<file path="config.mk">
export PLATFORM = sky130hd
export DESIGN_NAME = escaped_checksum_packet_framer
export DESIGN_NICKNAME = d
export VERILOG_FILES = /design/src/rtl/core/ecpf_pkg.sv /design/src/rtl/core/escaped_checksum_packet_framer.sv
export SDC_FILE = /design/constraint.sdc
export NUM_CORES = 1
export LEC_CHECK = 0
export ABC_AREA = 1
export BUFFER_PORTS_ARGS = -buffer_cell sky130_fd_sc_hd__buf_2
export CAP_MARGIN = 20
export CORE_ASPECT_RATIO = 0.7
export CORE_MARGIN = 4
export CORE_UTILIZATION = 50
export CTS_CLUSTER_SIZE = 40
export DETAILED_ROUTE_END_ITERATION = 12
export PLACE_DENSITY = 0.69
export SETUP_SLACK_MARGIN = 0.02
export SYNTH_ARGS = -nofsm -noshare
export SYNTH_HDL_FRONTEND = slang
export SYNTH_SLANG_ARGS = --single-unit
</file>
<file path="constraint.sdc">
create_clock -name clk -period 5.2 [get_ports clk]
set_input_delay 0.52 -clock clk [delete_from_list [all_inputs] [get_ports clk]]
set_output_delay 0.52 -clock clk [all_outputs]
set_load 0.01 [all_outputs]
</file>
<file path="src/rtl/core/ecpf_pkg.sv">
// -----------------------------------------------------------------------------
// ecpf_pkg
// Types, constants and helpers shared by the escaped checksum packet framer.
// -----------------------------------------------------------------------------
package ecpf_pkg;

	localparam int BYTE_W      = 8;
	localparam int MAX_BURST   = 6;
	localparam int IDX_W       = 3;
	localparam int APB_ADDR_W  = 5;
	localparam int APB_DATA_W  = 32;

	localparam logic [BYTE_W-1:0] RST_START_CODE  = 8'd141;
	localparam logic [BYTE_W-1:0] RST_END_CODE    = 8'd216;
	localparam logic [BYTE_W-1:0] RST_ESCAPE_CODE = 8'd171;
	localparam logic [BYTE_W-1:0] RST_START_SUB   = 8'd5;
	localparam logic [BYTE_W-1:0] RST_END_SUB     = 8'd80;
	localparam logic [BYTE_W-1:0] RST_ESCAPE_SUB  = 8'd35;

	typedef enum logic [2:0] {
		REG_START_CODE  = 3'd0,
		REG_END_CODE    = 3'd1,
		REG_ESCAPE_CODE = 3'd2,
		REG_START_SUB   = 3'd3,
		REG_END_SUB     = 3'd4,
		REG_ESCAPE_SUB  = 3'd5
	} reg_idx_t;

	typedef struct packed {
		logic [BYTE_W-1:0] payload_byte;
		logic              carries_byte;
		logic              packet_last;
	} in_item_t;

	typedef struct packed {
		logic [BYTE_W-1:0] out_byte;
		logic              run_last;
		logic              frame_done;
	} out_item_t;

	typedef struct packed {
		logic [BYTE_W-1:0] start_code;
		logic [BYTE_W-1:0] end_code;
		logic [BYTE_W-1:0] escape_code;
		logic [BYTE_W-1:0] start_substitute;
		logic [BYTE_W-1:0] end_substitute;
		logic [BYTE_W-1:0] escape_substitute;
	} codes_t;

	typedef struct packed {
		logic              hit;
		logic [BYTE_W-1:0] sub;
	} esc_t;

	// Priority: start, then end, then escape.
	function automatic esc_t escape_lookup(input logic [BYTE_W-1:0] b, input codes_t c);
		esc_t r;
		r.hit = 1'b1;
		if (b == c.start_code) begin
			r.sub = c.start_substitute;
		end else if (b == c.end_code) begin
			r.sub = c.end_substitute;
		end else if (b == c.escape_code) begin
			r.sub = c.escape_substitute;
		end else begin
			r.hit = 1'b0;
			r.sub = b;
		end
		return r;
	endfunction

endpackage

</file>
<file path="src/rtl/core/escaped_checksum_packet_framer.sv">
// -----------------------------------------------------------------------------
// escaped_checksum_packet_framer
// Byte-stuffing packet framer with an inverted 8-bit sum checksum.
// -----------------------------------------------------------------------------
// Usage:
//  - Input channel (in_valid/in_ready/in_data): one payload transaction per
//    item. carries_byte=0 with packet_last=0 is consumed and produces nothing.
//  - Output channel (out_valid/out_ready/out_data): one framed byte per cycle
//    while out_ready is high. run_last marks the final byte caused by an item,
//    frame_done the end code. An item expands to 1..6 bytes: optional start
//    code, payload byte (escaped to two bytes if it matches a code), and on
//    packet_last the escaped inverted sum followed by the end code.
//  - First byte of an item is on out_data in the cycle after acceptance.
//  - An item stays in the burst register until its last byte is taken; the
//    next item can be taken in the same cycle the last byte of the current
//    burst is taken, so the output need not idle between items.
//  - Receiver stall: the burst register holds; in_ready drops until the final
//    byte of the burst is taken.
//  - Reset: no packet open, sum cleared, codes back to their defaults, output
//    empty.
//  - APB: six 8-bit code registers at 4*i; pready is tied high.
// -----------------------------------------------------------------------------
module escaped_checksum_packet_framer (
	input  logic                                clk,
	input  logic                                arst_n,
	input  logic                                in_valid,
	output logic                                in_ready,
	input  ecpf_pkg::in_item_t                  in_data,
	output logic                                out_valid,
	input  logic                                out_ready,
	output ecpf_pkg::out_item_t                 out_data,
	input  logic                                psel,
	input  logic                                penable,
	input  logic                                pwrite,
	input  logic [ecpf_pkg::APB_ADDR_W-1:0]     paddr,
	input  logic [ecpf_pkg::APB_DATA_W-1:0]     pwdata,
	output logic [ecpf_pkg::APB_DATA_W-1:0]     prdata,
	output logic                                pready
);
	import ecpf_pkg::*;

	// Code registers
	codes_t   codes_q;
	reg_idx_t reg_sel;
	logic     cfg_wr;

	// Packet state
	logic              inside_q;
	logic [BYTE_W-1:0] sum_q;

	// Burst (result) register
	logic [BYTE_W-1:0] burst_s1 [MAX_BURST];
	logic [IDX_W-1:0]  cnt_s1;
	logic              last_s1;
	logic              valid_s1;
	logic [IDX_W-1:0]  idx_q;

	// Burst build
	logic [BYTE_W-1:0] burst_d [MAX_BURST];
	logic [IDX_W-1:0]  n;
	logic              active;
	logic [BYTE_W-1:0] sum_base;
	logic [BYTE_W-1:0] sum_new;
	esc_t              pay_esc;
	esc_t              ck_esc;

	logic is_final;
	logic take;
	logic accept;

	// ---------------------------------------------------------------- APB
	assign pready  = 1'b1;
	assign reg_sel = reg_idx_t'(paddr[APB_ADDR_W-1:2]);
	assign cfg_wr  = psel & penable & pwrite & pready;

	always_comb begin
		prdata = '0;
		case (reg_sel)
			REG_START_CODE:  prdata[BYTE_W-1:0] = codes_q.start_code;
			REG_END_CODE:    prdata[BYTE_W-1:0] = codes_q.end_code;
			REG_ESCAPE_CODE: prdata[BYTE_W-1:0] = codes_q.escape_code;
			REG_START_SUB:   prdata[BYTE_W-1:0] = codes_q.start_substitute;
			REG_END_SUB:     prdata[BYTE_W-1:0] = codes_q.end_substitute;
			REG_ESCAPE_SUB:  prdata[BYTE_W-1:0] = codes_q.escape_substitute;
			default:         prdata = '0;
		endcase
	end

	always_ff @(posedge clk or negedge arst_n) begin
		if (!arst_n) begin
			codes_q.start_code        <= RST_START_CODE;
			codes_q.end_code          <= RST_END_CODE;
			codes_q.escape_code       <= RST_ESCAPE_CODE;
			codes_q.start_substitute  <= RST_START_SUB;
			codes_q.end_substitute    <= RST_END_SUB;
			codes_q.escape_substitute <= RST_ESCAPE_SUB;
		end else if (cfg_wr) begin
			case (reg_sel)
				REG_START_CODE:  codes_q.start_code        <= pwdata[BYTE_W-1:0];
				REG_END_CODE:    codes_q.end_code          <= pwdata[BYTE_W-1:0];
				REG_ESCAPE_CODE: codes_q.escape_code       <= pwdata[BYTE_W-1:0];
				REG_START_SUB:   codes_q.start_substitute  <= pwdata[BYTE_W-1:0];
				REG_END_SUB:     codes_q.end_substitute    <= pwdata[BYTE_W-1:0];
				REG_ESCAPE_SUB:  codes_q.escape_substitute <= pwdata[BYTE_W-1:0];
				default: ;
			endcase
		end
	end

	// ---------------------------------------------------------------- build
	// Sum restarts when no packet is open; the checksum covers this byte too.
	assign active   = in_data.carries_byte | in_data.packet_last;
	assign sum_base = inside_q ? sum_q : '0;
	assign sum_new  = sum_base + (in_data.carries_byte ? in_data.payload_byte : '0);
	assign pay_esc  = escape_lookup(in_data.payload_byte, codes_q);
	assign ck_esc   = escape_lookup(~sum_new, codes_q);

	// Append bytes in frame order; at most six positions.
	always_comb begin
		for (int i = 0; i < MAX_BURST; i++) begin
			burst_d[i] = '0;
		end
		n = '0;
		if (active) begin
			if (!inside_q) begin
				burst_d[n] = codes_q.start_code;
				n = n + 3'd1;
			end
			if (in_data.carries_byte) begin
				if (pay_esc.hit) begin
					burst_d[n]        = codes_q.escape_code;
					burst_d[n + 3'd1] = pay_esc.sub;
					n = n + 3'd2;
				end else begin
					burst_d[n] = in_data.payload_byte;
					n = n + 3'd1;
				end
			end
			if (in_data.packet_last) begin
				if (ck_esc.hit) begin
					burst_d[n]        = codes_q.escape_code;
					burst_d[n + 3'd1] = ck_esc.sub;
					n = n + 3'd2;
				end else begin
					burst_d[n] = ~sum_new;
					n = n + 3'd1;
				end
				burst_d[n] = codes_q.end_code;
				n = n + 3'd1;
			end
		end
	end

	// ---------------------------------------------------------------- handshake
	assign is_final = (idx_q == cnt_s1 - 3'd1);
	assign take     = valid_s1 & out_ready;
	// Free when empty, or when the closing byte of the burst leaves now.
	assign in_ready = ~valid_s1 | (out_ready & is_final);
	assign accept   = in_valid & in_ready;

	always_ff @(posedge clk or negedge arst_n) begin
		if (!arst_n) begin
			inside_q <= 1'b0;
			sum_q    <= '0;
		end else if (accept && active) begin
			if (in_data.packet_last) begin
				inside_q <= 1'b0;
				sum_q    <= '0;
			end else begin
				inside_q <= 1'b1;
				sum_q    <= sum_new;
			end
		end
	end

	always_ff @(posedge clk or negedge arst_n) begin
		if (!arst_n) begin
			valid_s1 <= 1'b0;
			idx_q    <= '0;
		end else if (accept && active) begin
			valid_s1 <= 1'b1;
			idx_q    <= '0;
		end else if (take) begin
			if (is_final) begin
				valid_s1 <= 1'b0;
				idx_q    <= '0;
			end else begin
				idx_q <= idx_q + 3'd1;
			end
		end
	end

	always_ff @(posedge clk) begin
		if (accept && active) begin
			burst_s1 <= burst_d;
			cnt_s1   <= n;
			last_s1  <= in_data.packet_last;
		end
	end

	// ---------------------------------------------------------------- output
	assign out_valid           = valid_s1;
	assign out_data.out_byte   = burst_s1[idx_q];
	assign out_data.run_last   = is_final;
	assign out_data.frame_done = is_final & last_s1;

endmodule

</file>
# ---- Word-level counts from Yosys, hierarchy flattened
# Cells that the tools add are included.
dict set report totals {
  input_bits 54
  output_inout_bits 45
  word_cells 142
  regBits 113
}
dict set report classes {
  n_lt_le_gt_ge 11
  n_mux 61
  bitwise 16
  eq_ne 12
  add_sub_neg 8
  n_reduce_logical 16
}
# cell n
set op_table {}
lappend op_table {{bitwise mux 48 bit} 7}
lappend op_table {{2-to-1 mux 48 bit} 7}
lappend op_table {{2-to-1 mux 8 bit} 18}
lappend op_table {{demux 8 bit (select 3 bit)} 5}
lappend op_table {{== test 8 bit} 6}
lappend op_table {{one-hot mux 8 bit (6 select lines)} 1}
lappend op_table {{2-to-1 mux 3 bit} 11}
lappend op_table {{binary-select mux 8 bit (select 3 bit)} 1}
lappend op_table {{>= comparator 4 bit (second input constant)} 6}
lappend op_table {{NOT 3 -> 4 bit} 6}
lappend op_table {{< comparator 4 x 1 -> 1 bit (second input constant)} 5}
lappend op_table {{AND reduction 2 bit} 7}
lappend op_table {{adder 3 x 1 -> 3 bit (second input constant)} 4}
lappend op_table {{2-to-1 mux 1 bit} 11}
lappend op_table {{adder 8 bit} 1}
lappend op_table {{NOT 8 bit} 1}
lappend op_table {{adder 3 x 2 -> 3 bit (second input constant)} 2}
lappend op_table {{bitwise AND 1 bit} 6}
lappend op_table {{== test 3 x 2 -> 1 bit (second input constant)} 2}
lappend op_table {{== test 3 bit (second input constant)} 2}
lappend op_table {{logical AND 1 bit} 6}
lappend op_table {{nonzero test 2 bit} 2}
lappend op_table {{== test 3 x 1 -> 1 bit (second input constant)} 1}
lappend op_table {{== test 3 bit} 1}
lappend op_table {{4 further kinds} 5}

# ---- Longest topological paths before layout
# Gate-level depths: netlist of run 1.
dict set report depth {
  word_depth 19
  mapped_depth 29
  mapped_depth_nobuf 25
}

# ---- Worst setup path after synthesis of run 1
# Ideal clock, no wire load.
dict set report synth_path {
  path_kind {flip-flop to flip-flop}
  from {register cnt_s1[0]}
  to {register sum_q[0]}
  path_slack_ns 0.334
  arrival_time_ns 4.733
  setup_ns 0.133
  stages_incl_launch_ff 14
  path_cell_list {edfxtp_1 > inv_1 > ha_1 > xnor2_1 > a21oi_1 > nand2_1 > inv_1 > nand2_1 > nand2_1 > nand2_1 > nor2_1 > clkinv_1 > nand2_1 > o21ai_0}
}
dict set report synth_between {
  elab_chain_len 6
}
# element line
set synth_rtl {}
lappend synth_rtl {{start: declaration} escaped_checksum_packet_framer.sv:53} ;# logic [IDX_W-1:0] cnt_s1;
lappend synth_rtl {{start signal: assignment} escaped_checksum_packet_framer.sv:196} ;# cnt_s1 <= n;
lappend synth_rtl {{subtractor 3 x 1 -> 3 bit} escaped_checksum_packet_framer.sv:155} ;# assign is_final = (idx_q == cnt_s1 - 3'd1);
lappend synth_rtl {{== test 3 bit} escaped_checksum_packet_framer.sv:155}
lappend synth_rtl {{via is_final} escaped_checksum_packet_framer.sv:67} ;# logic is_final;
lappend synth_rtl {{bitwise AND 1 bit} escaped_checksum_packet_framer.sv:158} ;# assign in_ready = ~valid_s1 | (out_ready & is_final);
lappend synth_rtl {{OR 1 bit} escaped_checksum_packet_framer.sv:158}
lappend synth_rtl {{via in_ready} escaped_checksum_packet_framer.sv:27} ;# output logic in_ready,
lappend synth_rtl {{bitwise AND 1 bit} escaped_checksum_packet_framer.sv:159} ;# assign accept = in_valid & in_ready;
lappend synth_rtl {{logical AND 1 bit} escaped_checksum_packet_framer.sv:165} ;# end else if (accept && active) begin
lappend synth_rtl {{end signal: assignment} escaped_checksum_packet_framer.sv:171} ;# sum_q <= sum_new;
lappend synth_rtl {{end: declaration} escaped_checksum_packet_framer.sv:49} ;# logic [BYTE_W-1:0] sum_q;
# The timed path passes the listed nets, and every way through them passes these cells.
# A chain may end at the register's enable or synchronous reset.

# ---- Worst setup path in the final report of run 1
dict set report layout_path {
  from {register codes_q[24] in the netlist's numbering}
  to {register burst_s1[27] in the netlist's numbering (data pin)}
}
dict set report layout_between {
  elab_chain_len 19
}
# element line
set layout_rtl {}
lappend layout_rtl {{start: declaration} escaped_checksum_packet_framer.sv:43} ;# codes_t codes_q;
lappend layout_rtl {{== test 8 bit} ecpf_pkg.sv:63} ;# end else if (b == c.escape_code) begin
lappend layout_rtl {{2-to-1 mux 1 bit} ecpf_pkg.sv:63}
lappend layout_rtl {{2-to-1 mux 1 bit} ecpf_pkg.sv:61} ;# end else if (b == c.end_code) begin
lappend layout_rtl {{2-to-1 mux 1 bit} ecpf_pkg.sv:59} ;# if (b == c.start_code) begin
lappend layout_rtl {{2-to-1 mux 3 bit} escaped_checksum_packet_framer.sv:130} ;# if (pay_esc.hit) begin
lappend layout_rtl {{2-to-1 mux 3 bit} escaped_checksum_packet_framer.sv:129} ;# if (in_data.carries_byte) begin
lappend layout_rtl {{2-to-1 mux 3 bit} escaped_checksum_packet_framer.sv:124} ;# if (active) begin
lappend layout_rtl {{adder 3 x 1 -> 3 bit / NOT 3 -> 4 bit (equally long branches)} --}
lappend layout_rtl {{(+3 left out)} --}
lappend layout_rtl {{2-to-1 mux 8 bit (implied by the code) / demux 8 bit (select 3 bit) (equally long branches)} {escaped_checksum_packet_framer.sv:142, escaped_checksum_packet_framer.sv:141, escaped_checksum_packet_framer.sv:145}}
lappend layout_rtl {{demux 8 bit (select 3 bit) / bitwise mux 48 bit (equally long branches)} {escaped_checksum_packet_framer.sv:142, escaped_checksum_packet_framer.sv:141}}
lappend layout_rtl {{bitwise mux 48 bit} escaped_checksum_packet_framer.sv:142} ;# burst_d[n + 3'd1] = ck_esc.sub;
lappend layout_rtl {{2-to-1 mux 48 bit} escaped_checksum_packet_framer.sv:140} ;# if (ck_esc.hit) begin
lappend layout_rtl {{2-to-1 mux 48 bit} escaped_checksum_packet_framer.sv:139} ;# if (in_data.packet_last) begin
lappend layout_rtl {{2-to-1 mux 48 bit} escaped_checksum_packet_framer.sv:124}
lappend layout_rtl {{bitwise mux 48 bit} escaped_checksum_packet_framer.sv:148} ;# burst_d[n] = codes_q.end_code;
lappend layout_rtl {{2-to-1 mux 48 bit *} escaped_checksum_packet_framer.sv:139}
lappend layout_rtl {{end signal: assignment} escaped_checksum_packet_framer.sv:195} ;# burst_s1 <= burst_d;
lappend layout_rtl {{end: declaration} escaped_checksum_packet_framer.sv:52} ;# logic [BYTE_W-1:0] burst_s1 [MAX_BURST];
# Every way passes the cells marked *; elsewhere a longest branch is shown, timed or not. The select of a mux whose other input is x is not followed.

==> results of run 1 <==
## area by class of cell
class                   instances  area [sq um]  area share [%]
clock buffers                  19         432.9           4.043
clock inverters                13         162.7           1.519
inverters                     174         655.6           6.124
multi-input cells            1158          5544           51.78
flip-flops and latches        113          3113           29.08
well taps                     264         330.3           3.085
repair buffers                 78         467.9           4.371
## final timing paths
check	start	slack, ps	to
max reg2reg	codes_q[24]	520	burst_s1[27]
min	arst_n	240	codes_q[37]
min in group clk	pwdata[7]	310	codes_q[7]
max	codes_q[24]	520	burst_s1[27]
max in group asynchronous	arst_n	4420	out_valid
min reg2reg	sum_q[0]	480	sum_q[0]
## layer usage
metal,GRT usage (%),wire (microns),vias up
met5,0,0,-
met4,12.23,1427,0
met3,11.95,5769,103
met2,44.42,14360,732
met1,52.10,16700,4951
li1,-,-,4991
## worst max-delay path, delay by kind of cell (launching register included)
kind	cells	cell delay [ps]
fa+ha+maj	2	530
simple gates	13	1850
buf+inv	5	1100
compound gates	1	80
flops	1	680
xor+xnor	1	150
## logic make-up (layout without fill, tap and decap cells)
family | after synthesis | in the layout
AND/OR/NAND/NOR | 815 | 815
AO/OA/AOI/OAI | 288 | 288
buffers and inverters | 281 | 284
flip-flops | 113 | 113
adder cells (fa/ha/maj) | 15 | 15
XOR/XNOR | 14 | 14
other | 2 | 25
multiplexers | 1 | 1
## through the flow
step	hold slack, ps	worst slack [ps]	util [%]	total power [mW]
global route	307.5	151.3	56.13	5.165
detailed placement	474.2	480.1	53.00	3.598
finish	239.1	521.0	56.13	4.897
CTS	272.6	653.8	56.13	4.802
global placement	469.6	573.2	53.00	3.576
floorplan	224.4	334.1	-	2.868
## power groups by stage
stage          Sequential [mW]  Combinational [mW]  Clock, mW
2_1_floorplan             1.28                1.59          0
3_3_place_gp              1.37                2.21          0
3_5_place_dp              1.37                2.23          0
4_1_cts                   1.36                2.24       1.21
5_1_grt                   1.38                2.53       1.25
6_report                  1.36                2.33       1.21
## cell usage in the layout, fill, tap and decap left out, types with 4 or more instances in the layout
| cell type | synthesis | layout |
|---|---|---|
| nor3_1 | 6 | 6 |
| a21oi_2 | 6 | 6 |
| conb_1 | 2 | 25 |
| nand2_1 | 460 | 460 |
| buf_4 | 29 | 31 |
| dfstp_2 | 20 | 20 |
| o22ai_1 | 7 | 7 |
| clkbuf_16 | 0 | 17 |
| nand3_1 | 165 | 165 |
| nor2_1 | 116 | 115 |
| nand2_2 | 17 | 17 |
| xnor2_1 | 12 | 12 |
| edfxtp_1 | 52 | 52 |
| o211ai_1 | 14 | 14 |
| o32ai_1 | 8 | 8 |
| o21ai_0 | 146 | 146 |
| a31oi_1 | 6 | 6 |
| dfrtp_1 | 41 | 41 |
| nor2_4 | 5 | 6 |
| o21ai_1 | 19 | 19 |
| clkinvlp_4 | 0 | 5 |
| nand3_2 | 7 | 7 |
| inv_1 | 165 | 165 |
| nand4_1 | 25 | 25 |
| a22oi_1 | 6 | 6 |
| inv_2 | 5 | 5 |
| clkinv_1 | 3 | 4 |
| and2_1 | 5 | 5 |
| nand2_4 | 5 | 5 |
| ha_1 | 14 | 14 |
| a21oi_1 | 70 | 70 |
| buf_2 | 19 | 47 |
## registers in the layout, summed over array words and instances, names as in the netlist
name       count
inside_q       1
idx_q          3
burst_s1      48
codes_q       48
out_valid      1
sum_q          8
last_s1        1
cnt_s1         3
==> flow_summary.toml, run 1 <==
[clock_tree]
cts_sinks = 113
cts_resized = 0
clk_latency_ps = 430
cts_hold_buf = 0
htreeDepth = 4
post_cts_buffers = 0
clock_path_buffers = 2
cts_tree = "yes"
clkTransAtPathRegs_ps = 60
numCtsBuffers = 17
clockRootBuffer = "clkbuf_16"

[grt]
grt_max_degree = 62
overflow = 0
antenna_found_initial = 0
grt_pass1_vias = 9506
gr-usage-all-layers_pct = 34.31
grt_pass1_wl_microns = 57000

[setup_path]
slowest_stage = "dfstp_2"
slowest_delay_ps = 680
cp_data_required_time_ps = 5370
worstPathMaxFanout = 22
criticalPathCategory = "flop to flop"
cp_common_cell = "nand2_1"
arrival_ps = 4850
critPathLaunchType = "flop"
crit_chain = "xnor2_1 -> nand2_1 -> nor2_1 -> nand2_1 -> nand3_2 -> inv_1 -> ha_1 -> a21oi_1 -> inv_1 -> ha_1 -> buf_4 -> inv_1 -> nand3_1 -> nand3_1 -> nand2_1 -> inv_1 -> nand2_1 -> nand2_1 -> nand2_1 -> nand2_1 -> nand2_1 -> nand2_1"
worstSetupEndpointType = "flop"
r2r_cells = 22

[logic_synthesis]
synthSimpleGateAreaFrac_pct = 36.08
synth_top_family_by_area = "simple AND/OR/NAND/NOR gates"
synthArstFlopShare_pct = 53.98
synth_area_per_cell_sq_um = 6.401
muxShareOfSynthArea_pct = 0.1023
yosysTopAreaCellShare_pct = 17.64
yosysWarnings = 0
ys_top_cells_by_count = "nand2_1 (460), inv_1 (165), nand3_1 (165)"
yosysMostFrequentCell = "nand2_1"
synth_compound_area_share_pct = 16.19
synth_edf_count = 52
syn_inst = 1529
yosysTopAreaCell = "nand2_1"
synth_ff_type = "edfxtp_1"
synth.ff_latch_count = 113
synthTopCellsByArea = "nand2_1 (18%), edfxtp_1 (16%), dfrtp_1 (10%)"
yosysSeqAreaShare_pct = 31.81
synth_cell_types = 44
synth-xor-area-share_pct = 1.253
synthAdderAreaFrac_pct = 1.994
syn_area_sq_mm = 0.009787

[pwr]
clkPwrFrac_pct = 24.7
swShare_pct = 47.23
p_seq_share_pct = 27.8
p_sw_mw = 2.313
p_leak_nw = 5.139
p_int_mw = 2.584
vdd_drop_max_uv = 221.3
powerDensity_mw_per_mm2 = 457.3
p_comb_share_pct = 47.5

[finish]
postLayoutCellArea_sq_mm = 0.01071
syn_to_final_growth_pct = 9.396
fin_cells = 1819
drive_above_1_share_pct = 11.45
diodes = 0
nFillCells = 1919
layout.nets = 1611

[die]
start_util_pct = 51.31
die_area_sq_mm = 0.02191
die_h_microns = 125.1
rows = 42
core_area_sq_mm = 0.01908
die_w_microns = 175.2
ioPinCount = 99

[route]
drt-vias-per-instance = 5.925
drt-total-wl_microns = 38260
drc_errors = 0
via_count = 10777
wl_per_cell_microns = 21.03
drt_iter0_drc = 1730
drt_pre_antenna_iters = 6
antenna_left = 0

[placed_design]
gp_congestion = 1.072
portBuffers = 47
dp_hpwl_microns = 28990
placed_area_sq_mm = 0.01011
placedCellCount = 1787

[sta]
max_freq_ghz = 0.2137
min_period_ps = 4679
tightest_slew_ps = 1012
fin_crit_sh_pct = 89.98
slew_viol_final = 0
slew_headroom_pct = 31.99
hold_viol = 0
rsz0062_at_grt = "false"
tns_ps = 0
skew_ps = 8.753
setup_viol = 0

[status]
status = "completed"

[min_path]
min_path_type = "primary input to asynchronous set/reset pin"

[flow_run]
drv_cap = 0
Power figures use the tool's default switching activity.
==> run 2, diff against run 1 <==
Settings changed: CTS_BUF_LIST set to sky130_fd_sc_hd__clkbuf_8, CTS_CLUSTER_SIZE 40 to 14.
Clock period 5.2 ns to 5.8 ns, I/O delays scaled along.
==> run 2 against run 1 <==
- non-clock buffer count rose by 4
- critical path depth down 2
- largest power group unchanged
- clock skew rose by 12 ps
- combinational power is 9.4% lower
==> flow_summary.toml, run 2 (synthesis results as in run 1) <==
[status]
status = "completed"

[setup_path]
cp_common_cell = "nand2_1"
r2r_cells = 20
cp_data_required_time_ps = 6030
worstPathMaxFanout = 30
slowest_delay_ps = 840
r2r_setup_slack_ps = 1230
crit_chain = "nand2_1 -> inv_1 -> ha_1 -> fa_1 -> inv_1 -> nand2_1 -> nand4_1 -> nor2_1 -> nand2_1 -> nor2_1 -> nand2_1 -> nor2_4 -> nand2_2 -> nand3_2 -> buf_4 -> nand2_1 -> inv_1 -> nand4_1 -> nand3_1 -> a21oi_1"
worstSetupStartpoint = "inside_q"
criticalPathCategory = "flop to flop"
slowest_stage = "fa_1"
endpoint = "burst_s1[32]"
arrival_ps = 4800
r2r_end = "burst_s1[32]"
critPathLaunchType = "flop"
worstSetupEndpointType = "flop"
regToRegStartpoint = "inside_q"

[pwr]
p_comb_share_pct = 52.4
p_seq_share_pct = 29.9
p_leak_nw = 5.080
vdd_drop_max_uv = 228.4
p_sw_mw = 1.996
p_int_mw = 2.034
powerDensity_mw_per_mm2 = 383.6
clkPwrFrac_pct = 17.7
swShare_pct = 49.53

[die]
rows = 42
start_util_pct = 51.31
die_area_sq_mm = 0.02191
die_w_microns = 175.2
ioPinCount = 99
die_h_microns = 125.1
core_area_sq_mm = 0.01908

[grt]
grt_max_degree = 62
gr-usage-all-layers_pct = 34.64
antenna_found_initial = 0
grt_pass1_wl_microns = 57930
overflow = 0
grt_pass1_vias = 9704

[placed_design]
dp_hpwl_microns = 28970
dp_slack_ps = 1069
portBuffers = 47
gp_congestion = 1.044
placed_area_sq_mm = 0.01014

[route]
drt-vias-per-instance = 5.937
drc_errors = 0
wl_per_cell_microns = 20.82
drt-total-wl_microns = 37960
drt_iter0_drc = 1574
drt_pre_antenna_iters = 6
via_count = 10824
antenna_left = 0

[finish]
postLayoutCellArea_sq_mm = 0.01051
syn_to_final_growth_pct = 7.339
final_common_cell = "nand2_1"
nFillCells = 2002
reg_top3 = "burst_s1 (48), codes_q (48), sum_q (8)"
layout.nets = 1615
layout_common_cells = "nand2_1 (460), inv_1 (168), nand3_1 (165)"
drive_above_1_share_pct = 11.67
diodes = 0

[clock_tree]
post_cts_buffers = 0
numCtsBuffers = 17
clk_latency_ps = 490
clock_path_buffers = 2
clockRootBuffer = "clkbuf_8"
htreeDepth = 4
cts_sinks = 113
cts_tree = "yes"
cts_resized = 0
clkTransAtPathRegs_ps = 70
cts_hold_buf = 0

[sta]
layout_setup_ws_ps = 1231
hold_viol = 0
tns_ps = 0
slew_viol_final = 0
skew_ps = 20.93
rsz0062_at_grt = "false"
min_period_ps = 4569
setup_viol = 0
slew_headroom_pct = 30.93
tightest_slew_ps = 1028
max_freq_ghz = 0.2189
fin_crit_sh_pct = 78.78

[min_path]
min_path_type = "primary input to asynchronous set/reset pin"

[flow_run]
drv_cap = 0
-- run 2: power by group through the flow --
stage	registers [mW]	clock network, mW	logic (mW)
floorplan	1.15	0	1.42
global placement	1.21	0	2.02
detailed placement	1.21	0	2.03
CTS	1.20	0.727	2.04
global route	1.22	0.765	2.31
finish	1.21	0.714	2.11
-- run 2: area by class of cell --
cell class                      count  area, sq um  share of cell area [%]
Timing Repair Buffer               82        498.0                   4.740
Clock buffer                       17        234.0                   2.227
Multi-Input combinational cell   1158         5544                   52.78
Clock inverter                     15        130.1                   1.239
Inverter                          174        655.6                   6.241
Sequential cell                   113         3113                   29.63
Tap cell                          264        330.3                   3.144
-- run 2: worst min path at each step --
stage	endpoint	slack (ps)	cells after the start
global placement	codes_q[13]	470	2
detailed placement	codes_q[15]	470	2
global route	codes_q[15]	320	2
floorplan	codes_q[10]	280	0
CTS	codes_q[7]	260	2
finish	codes_q[33]	250	2
-- run 2: routing by layer --
metal  share of wire (%)  vias up  routed length, microns  track usage (%)
met3                  16       81                    6027            13.79
met4                 2.8        2                    1056            10.85
met5                0.31        -                     116            3.728
li1                    -     4993                       -                -
met1                  42     5019                   16090            51.38
met2                  39      729                   14670            45.36
-- run 2: worst max-delay path: cells and delay by family (launching register included) --
family                   cells  cell delay [ps]
adder cells (fa/ha/maj)      2             1070
buffers and inverters        4              980
AND/OR/NAND/NOR             13             1780
flip-flops                   1              400
AO/OA/AOI/OAI                1               90
-- run 2: per-stage QoR --
stage	cells	util [%]	total power, mW	hold slack (ps)
3_3_place_gp	1791	53.16	3.227	468.6
6_report	1823	55.07	4.030	245.7
4_1_cts	1823	55.07	3.965	260.6
5_1_grt	1823	55.07	4.294	322.5
3_5_place_dp	1791	53.16	3.243	473.3
2_1_floorplan	1552	-	2.571	284.4
==> run 3, diff against run 2 <==
Settings changed: PLACE_DENSITY 0.69 to 0.72.
Clock period 5.8 ns to 3.65 ns, I/O delays scaled along.
==> run 3 against run 2 <==
- via count up 4.6%
- non-clock buffer count is 129 higher
- total power rose by 79%
- die area stayed put
- maximum frequency up 30%
- clock-buffer cell count rose by 2
- utilization increased by 6.3 points
- clock skew is 0.52 ps lower
==> flow_summary.toml, run 3 (synthesis results as in run 1) <==
[clock_tree]
clock_path_buffers = 2
cts_tree = "yes"
numCtsBuffers = 17
clk_latency_ps = 470
cts_hold_buf = 0
htreeDepth = 4
cts_sinks = 113
clockRootBuffer = "clkbuf_8"
clkTransAtPathRegs_ps = 90

[grt]
grt_pass1_vias = 9948
overflow = 0
grt_max_degree = 60
antenna_found_initial = 1
gr-usage-all-layers_pct = 36.77
grt_pass1_wl_microns = 60620

[die]
rows = 42
die_w_microns = 175.2
die_h_microns = 125.1
start_util_pct = 51.31
ioPinCount = 99
die_area_sq_mm = 0.02191
core_area_sq_mm = 0.01908

[setup_path]
arrival_ps = 3840
r2r_setup_slack_ps = 120
criticalPathCategory = "flop to flop"
worstSetupStartpoint = "inside_q"
critPathLaunchType = "flop"
worstSetupEndpointType = "flop"
r2r_cells = 22
endpoint = "burst_s1[13]"
regToRegStartpoint = "inside_q"
r2r_end = "burst_s1[13]"
worstPathMaxFanout = 7
cp_data_required_time_ps = 3960

[route]
drt-vias-per-instance = 5.795
drt-total-wl_microns = 41150
antenna_left = 0
via_count = 11318
drt_pre_antenna_iters = 6
drc_errors = 0
drt_iter0_drc = 1725
wl_per_cell_microns = 21.07

[sta]
max_freq_ghz = 0.2834
min_period_ps = 3528
tightest_slew_ps = 975.1
hold_viol = 0
fin_crit_sh_pct = 96.66
rsz0062_at_grt = "true"
setup_viol = 0
slew_headroom_pct = 34.49
skew_ps = 20.41
slew_viol_final = 0
tns_ps = 0
holdWs_ps = 49.14

[finish]
layout.nets = 1745
diodes = 0
drive_above_1_share_pct = 20.31
syn_to_final_growth_pct = 19.71
reg_top3 = "burst_s1 (48), codes_q (48), sum_q (8)"
fin_util_pct = 61.42
layout_common_cells = "nand2_1 (456), nand3_1 (162), inv_1 (159)"
final_common_cell = "nand2_1"

[min_path]
min_path_type = "primary input to asynchronous set/reset pin"

[pwr]
p_leak_nw = 5.731
powerDensity_mw_per_mm2 = 616.3
vdd_drop_max_uv = 245.8

[placed_design]
dp_hpwl_microns = 32160
portBuffers = 47
gp_congestion = 1.033

[status]
status = "completed"

[flow_run]
drv_cap = 0
-- run 3: cell types whose count changed in the layout (fill, tap and decap cells not counted), sizes merged --
cell / delta
buf: +129
bufinv: +1
clkbuf: +2
clkinvlp: +1
clkinv: -4
nand3: +1
-- run 3: worst min path at each step --
| stage | from | end | cells after the start |
|---|---|---|---|
| 2_1_floorplan | arst_n | codes_q[10] | 0 |
| 3_3_place_gp | sum_q[2] | sum_q[2] | 2 |
| 3_5_place_dp | sum_q[6] | sum_q[6] | 2 |
| 4_1_cts | arst_n | idx_q[0] | 1 |
| 5_1_grt | arst_n | idx_q[0] | 1 |
| 6_report | arst_n | idx_q[0] | 1 |
-- run 3: power breakdown --
group / switching [mW] / total, mW / internal, mW
Combinational: 2.60 / 3.97 / 1.37
Sequential: 0.232 / 1.92 / 1.69
Clock: 0.617 / 1.33 / 0.712
Total: 3.45 / 7.22 / 3.78
-- run 3: repair_timing --
| item | in CTS | in global routing |
|---|---|---|
| pin swaps | 0 | 16 |
| setup endpoints to repair | 1 | 50 |
| cloned | 0 | 1 |
| buffers inserted | 0 | 13 |
| gates resized for setup | 1 | 37 |
-- run 3: layer usage --
metal  part of all wire (%)  track usage, %
met1                     44           56.64
met5                      0               0
met3                     15           11.41
met4                    1.7           8.033
met2                     40           50.18
-- run 3: critical path, stage by stage, from the launching register on --
cell and delay [ps]:
dfrtp_1 400, nand2_1 90, inv_2 50, ha_4 160, fa_2 600, inv_2 70
nand2_1 60, nand4_1 120, nor2_2 150, nand2_1 60, nor2_1 90, nand2_1 90
nor2_4 160, nand2_2 120, buf_4 150, nand4_1 110, nand2_2 130, buf_4 170
inv_2 130, nand3_4 120, inv_4 110, nand2_1 60, a21oi_1 150
-- run 3: metrics by stage --
stage	std cells	instance area, sq um	total power, mW	setup WS [ps]
6_report	1953	11720	7.221	121.9
2_1_floorplan	1552	9887	4.087	39.32
5_1_grt	1953	11720	7.604	2.921
3_3_place_gp	1907	11080	5.600	-26.60
4_1_cts	1939	11500	6.957	20.90
3_5_place_dp	1907	11080	5.643	-40.01
-- run 3: cell type report --
cell class	instances	area, sq um
sequential	113	3115
clock inverter	13	160.2
timing repair buffer	211	1551
clock buffer	19	261.5
multi-input combinational	1159	5638
fill	1854	7360
inverter	174	659.4
tap	264	330.3
